--- config.mk ---
export PLATFORM = sky130hd
export DESIGN_NAME = prdg_sqrt
export DESIGN_NICKNAME = d
export VERILOG_FILES = /design/src/hw/rtl/assert_macros.svh /design/src/hw/rtl/prdg_sqrt.sv
export SDC_FILE = /design/constraint.sdc
export NUM_CORES = 2
export LEC_CHECK = 0
export BUFFER_PORTS_ARGS = -buffer_cell sky130_fd_sc_hd__buf_2
export CAP_MARGIN = 30
export CELL_PAD_IN_SITES_DETAIL_PLACEMENT = 1
export CELL_PAD_IN_SITES_GLOBAL_PLACEMENT = 2
export CORE_ASPECT_RATIO = 1.4
export CORE_MARGIN = 1.5
export CORE_UTILIZATION = 30
export DETAILED_ROUTE_END_ITERATION = 10
export PLACE_DENSITY_LB_ADDON = 0.1
export SYNTH_ARGS = -nofsm -noshare
export SYNTH_HDL_FRONTEND = slang
export SYNTH_MEMORY_MAX_BITS = 65536
export SYNTH_SLANG_ARGS = --single-unit
export TNS_END_PERCENT = 10
--- constraint.sdc ---
create_clock -name clock -period 4.7 [get_ports clock]
set_input_delay 0.47 -clock clock [delete_from_list [all_inputs] [get_ports clock]]
set_output_delay 0.47 -clock clock [all_outputs]
set_load 0.01 [all_outputs]
--- src/hw/rtl/assert_macros.svh ---
// ---------------------------------------------------------------------------
// assert_macros.svh
// assertion macros shared by the ray direction generator rtl
// ---------------------------------------------------------------------------
`ifndef ASSERT_MACROS_SVH
`define ASSERT_MACROS_SVH
`ifndef SYNTHESIS
`define PRDG_ASSERT(label, clk, rst, prop) \
   label: assert property (@(posedge clk) disable iff (rst) prop) \
      else $error("%m: assertion failed");
`define PRDG_ASSERT_NORST(label, clk, prop) \
   label: assert property (@(posedge clk) prop) else $error("%m: assertion failed");
`else
`define PRDG_ASSERT(label, clk, rst, prop)
`define PRDG_ASSERT_NORST(label, clk, prop)
`endif
`endif

--- src/hw/rtl/prdg_sqrt.sv ---
// ---------------------------------------------------------------------------
// prdg_sqrt
// pipelined integer square root, one root bit per stage
// ---------------------------------------------------------------------------
module prdg_sqrt #(
   parameter int NW  = 31,
   parameter int PLW = 8
) (
   input  logic            clock,
   input  logic            reset,
   input  logic            pipe_en,
   input  logic            in_valid,
   input  logic [2*NW-1:0] in_rad,
   input  logic [PLW-1:0]  in_pl,
   output logic            out_valid,
   output logic [NW-1:0]   out_root,
   output logic [PLW-1:0]  out_pl
);
   logic            valid_ff [NW];
   logic [2*NW-1:0] rad_ff   [NW];
   logic [NW+1:0]   rem_ff   [NW];
   logic [NW-1:0]   root_ff  [NW];
   logic [PLW-1:0]  pl_ff    [NW];

   for (genvar i = 0; i < NW; i++) begin : g_step
      logic            v_prev;
      logic [2*NW-1:0] rad_prev;
      logic [NW+1:0]   rem_prev;
      logic [NW-1:0]   root_prev;
      logic [PLW-1:0]  pl_prev;
      logic [NW+3:0]   cur, trial, diff;
      logic            ge;

      if (i == 0) begin : g_first
         assign v_prev    = in_valid;
         assign rad_prev  = in_rad;
         assign rem_prev  = '0;
         assign root_prev = '0;
         assign pl_prev   = in_pl;
      end else begin : g_next
         assign v_prev    = valid_ff[i-1];
         assign rad_prev  = rad_ff[i-1];
         assign rem_prev  = rem_ff[i-1];
         assign root_prev = root_ff[i-1];
         assign pl_prev   = pl_ff[i-1];
      end

      assign cur   = {rem_prev, rad_prev[2*NW-1 -: 2]};
      assign trial = (NW+4)'({root_prev, 2'b01});
      assign diff  = cur - trial;
      assign ge    = cur >= trial;

      always_ff @(posedge clock) begin
         if (reset) begin
            valid_ff[i] <= 1'b0;
         end else if (pipe_en) begin
            valid_ff[i] <= v_prev;
         end
         if (pipe_en) begin
            rad_ff[i]  <= rad_prev << 2;
            rem_ff[i]  <= ge ? diff[NW+1:0] : cur[NW+1:0];
            root_ff[i] <= {root_prev[NW-2:0], ge};
            pl_ff[i]   <= pl_prev;
         end
      end
   end

   assign out_valid = valid_ff[NW-1];
   assign out_root  = root_ff[NW-1];
   assign out_pl    = pl_ff[NW-1];

endmodule

==> summary.md <==
| Metric | Value |
|---|---|
| Result of the run | finished, final reports clean |
| Die ar. | 402000 um^2 |
| Largest net degree at the start of global routing | 150 |
| Fmax | 0.246 GHz |
| Yosys warnings | 0 |
| Final period util | 86.3% |
| Unique masters post-synth | 97 |
| CP max stage delay | 0.59 ns |
| Quantity of I/O buffers inserted on ports | 113 |
| R2R depth | 11 |
| Setup crit end kind | flip-flop |
| Final antenna-violating net count | 0 |
| Clk_skew | 0.0723 ns |
| Wire length of the first global-routing pass | 463 mm |
| Internal | 48.2 mW |
| Max-slew violations | 0 |
| Total congestion overflow | 0 |
| Die W | 536 um |
| I/O pin total | 114 |
| Clk_lat worst skew | 0.97 ns |
| Post-route insts no fill | 14734 |
| Nets@finish | 9884 |
| Pre-CTS setup slack | 0.622 ns |
| Clock transition at path regs | 0.06 ns |
| P&R area growth vs syn | 15.1% |
| Setup CP Type | reg2reg |
| Inst Count DP | 14136 |
| CP Launch Type | flip-flop |
| Drt drc | 0 |
| Worst Hold Class | in2reg |
| DP Area | 127000 um^2 |
| CP cell instances | ha_1 > o21ai_0 > a22oi_1 > a221oi_1 > buf_4 > a21oi_1 > o41ai_2 > o21ai_0 > nor2_1 > inv_2 > mux2_2 |
| Final setup violating endpoints | 0 |
| #FFs+latches synth | 2647 |
| Syn_nets | 9457 |
| CP Max Fanout | 35 |
| Post-synthesis sequential area ratio | 66.6% |
| Routed WL | 303 mm |
| Fraction of layout cells with a size suffix above 1 | 9.06% |
| Effective utilization at floorplan | 30.2% |
| Post-synth EDFFs | 2647 |
| HPWL Detailed | 225 mm |
| Via count | 69511 |
| Part of the power in the clock network | 34.3% |
| VDD IR max | 0.350 mV |
| RSZ-0062 raised after global routing | no |
| Design area | 137000 um^2 |
| Fin worst setup slack | 0.643 ns |
| Max Cap Violations | 0 |
| H-tree depth | 5 |
| Antenna violations before repair | 2 |
| Die Height | 749 um |
| Vias per cell | 4.72 |
| Logic pwr share | 18.9% |
| Vias in the first global route | 75429 |
| Area share of the largest cell type after synthesis | 66.6% |
| Core Region | 396000 um^2 |
| Switching fraction of total power | 28.6% |
| Routed wire per std cell | 20.5 um |
| Req. time, crit path | 5.38 ns |
| Slowest CP cell | inv_2 |
| Reg power frac | 46.8% |
| Mapped cell area | 119000 um^2 |
| First-pass DRT Iterations | 7 |
| PwrDens | 492 nW/um^2 |
| Largest area contributor in the netlist | edfxtp_1 |
| WHS Path Cells | 4 |
| DRT iter0 DRCs | 3141 |
| CTS tree | done |
| Slew @ Worst Pin | 0.984 ns |
| Most used cell, CP | o21ai_0 |
| Final Hold Vio Count | 0 |
| Fin Hold WS | 0.182 ns |
| Clock net sink count | 2647 |
| Setup TNS | 0 ns |
| Total GRT Usage | 14.9% |
| Number of CTS-inserted buffers | 296 |
| Clock Path Buffers | 4 |
| Synth Area per Inst | 13.5 um^2 |
| CTS root buffer | clkbuf_16 |
| Cell Rows | 273 |
| Crit path time final | 4.06 ns |
| CP Data Arrival Time | 4.73 ns |
| Max-slew headroom | 33.6% |
| Ys async rst share | 0% |
| GPL Wtd Cong | 0.817 |
| Leak pwr | 51.1 nW |
| Most used DFF post-synth | edfxtp_1 |
| Post-Syn Instances | 8855 |
| Net Sw Power | 19.4 mW |
| Largest cells by area after synthesis | edfxtp_1, ha_1, xnor2_1 |
[sequential cells by signal, summed over array words and instances (netlist names)]
register	cells
root_ff	496
valid_ff	31
rad_ff	930
pl_ff	248
rem_ff	942
[synth_stat cells (35+ instances only)]
library cell	n
a211oi_1	35
a31oi_1	50
nor3_1	207
a21oi_1	553
nand2_1	538
nand4_1	85
mux2_2	109
nor2b_1	83
ha_1	528
o21a_1	92
and3_1	60
nand3_1	127
a21o_1	202
or3_1	92
nand2b_1	104
or4_1	54
clkbuf_1	143
o31ai_1	52
edfxtp_1	2647
nor4_1	117
o21bai_1	47
inv_1	658
o21ai_0	392
and2_1	72
xor2_1	367
nor2_1	558
or2_2	38
xnor2_1	416
[metrics by stage]
step | utilization (%) | power [mW]
floorplan | - | 39.9
global placement | 32.1 | 45.0
detailed placement | 32.1 | 45.1
CTS | 34.7 | 69.0
global route | 34.7 | 71.1
finish | 34.7 | 67.6
[cell usage in the layout (no fill, tap or decap), types with 103 or more instances in the layout]
cell,Yosys,routed
edfxtp_1,2647,2647
inv_1,658,658
nor2_1,558,556
a21oi_1,553,552
nand2_1,538,538
ha_1,528,528
xnor2_1,416,416
o21ai_0,392,392
xor2_1,367,367
clkbuf_16,0,301
nor3_1,207,206
a21o_1,202,202
nand3_1,127,127
nor4_1,117,117
buf_2,17,114
mux2_2,109,109
nand2b_1,104,103
[timing repair]
item	CTS	global route
resized for setup	0	0
hold endpoints to repair	74	0
hold buffers	73	0
buffers inserted	0	0
[critical path, delay by kind of cell, from the launching register on]
family / cells / cell delay, ns
adder cells (fa/ha/maj): 1 / 0.39
multiplexers: 1 / 0.41
AO/OA/AOI/OAI: 6 / 1.67
AND/OR/NAND/NOR: 1 / 0.11
buffers and inverters: 2 / 0.79
flip-flops: 1 / 0.41
[layer usage]
layer  wire [um]  GRT usage (%)  vias to the layer above
li1            -              -                    33734
met4       10600           5.06                        0
met2      173000           30.4                      709
met5           0              0                        -
met1      112000           15.4                    34586
met3        7020           1.78                      482
[kinds of logic (layout without fill, tap and decap cells)]
family	after synthesis	after routing	share of synthesized area [%]
flops	2647	2647	66.6
simple gates	2258	2258	9.51
compound gates	1681	1681	8.79
buf+inv	835	1487	2.67
xor+xnor	783	783	5.75
fa+ha+maj	528	528	5.54
mux	122	122	1.14
other cells	1	3	0.00314
[path summary, 6_finish.rpt]
path / from / endpoint / slack, ns
worst max-delay path: rem_ff[6][101] / rem_ff[7][8] / 0.64
worst max register to register: rem_ff[6][101] / rem_ff[7][8] / 0.64
worst min-delay path: reset / valid_ff[22] / 0.18
worst min register to register: rad_ff[5][38] / rad_ff[6][40] / 0.39
[power groups by stage]
stage | Sequential (mW) | Clock (mW) | Combinational [mW]
2_1_floorplan | 31.0 | 0 | 8.93
3_3_place_gp | 32.2 | 0 | 12.8
3_5_place_dp | 32.2 | 0 | 12.9
4_1_cts | 31.7 | 24.2 | 13.1
5_1_grt | 31.9 | 24.9 | 14.3
6_report | 31.6 | 23.2 | 12.8
[final cells by class]
cell class              count  area, um^2
repair buffers            301        2510
well taps                5225        6540
clock inverters           164        1790
flip-flops and latches   2647       79500
multi-input cells        5373       36800
diodes                      2        5.00
clock buffers             359        7750
inverters                 663        2490
fillers                 41516      258000
No activity file was read; power rests on OpenSTA's default activity.
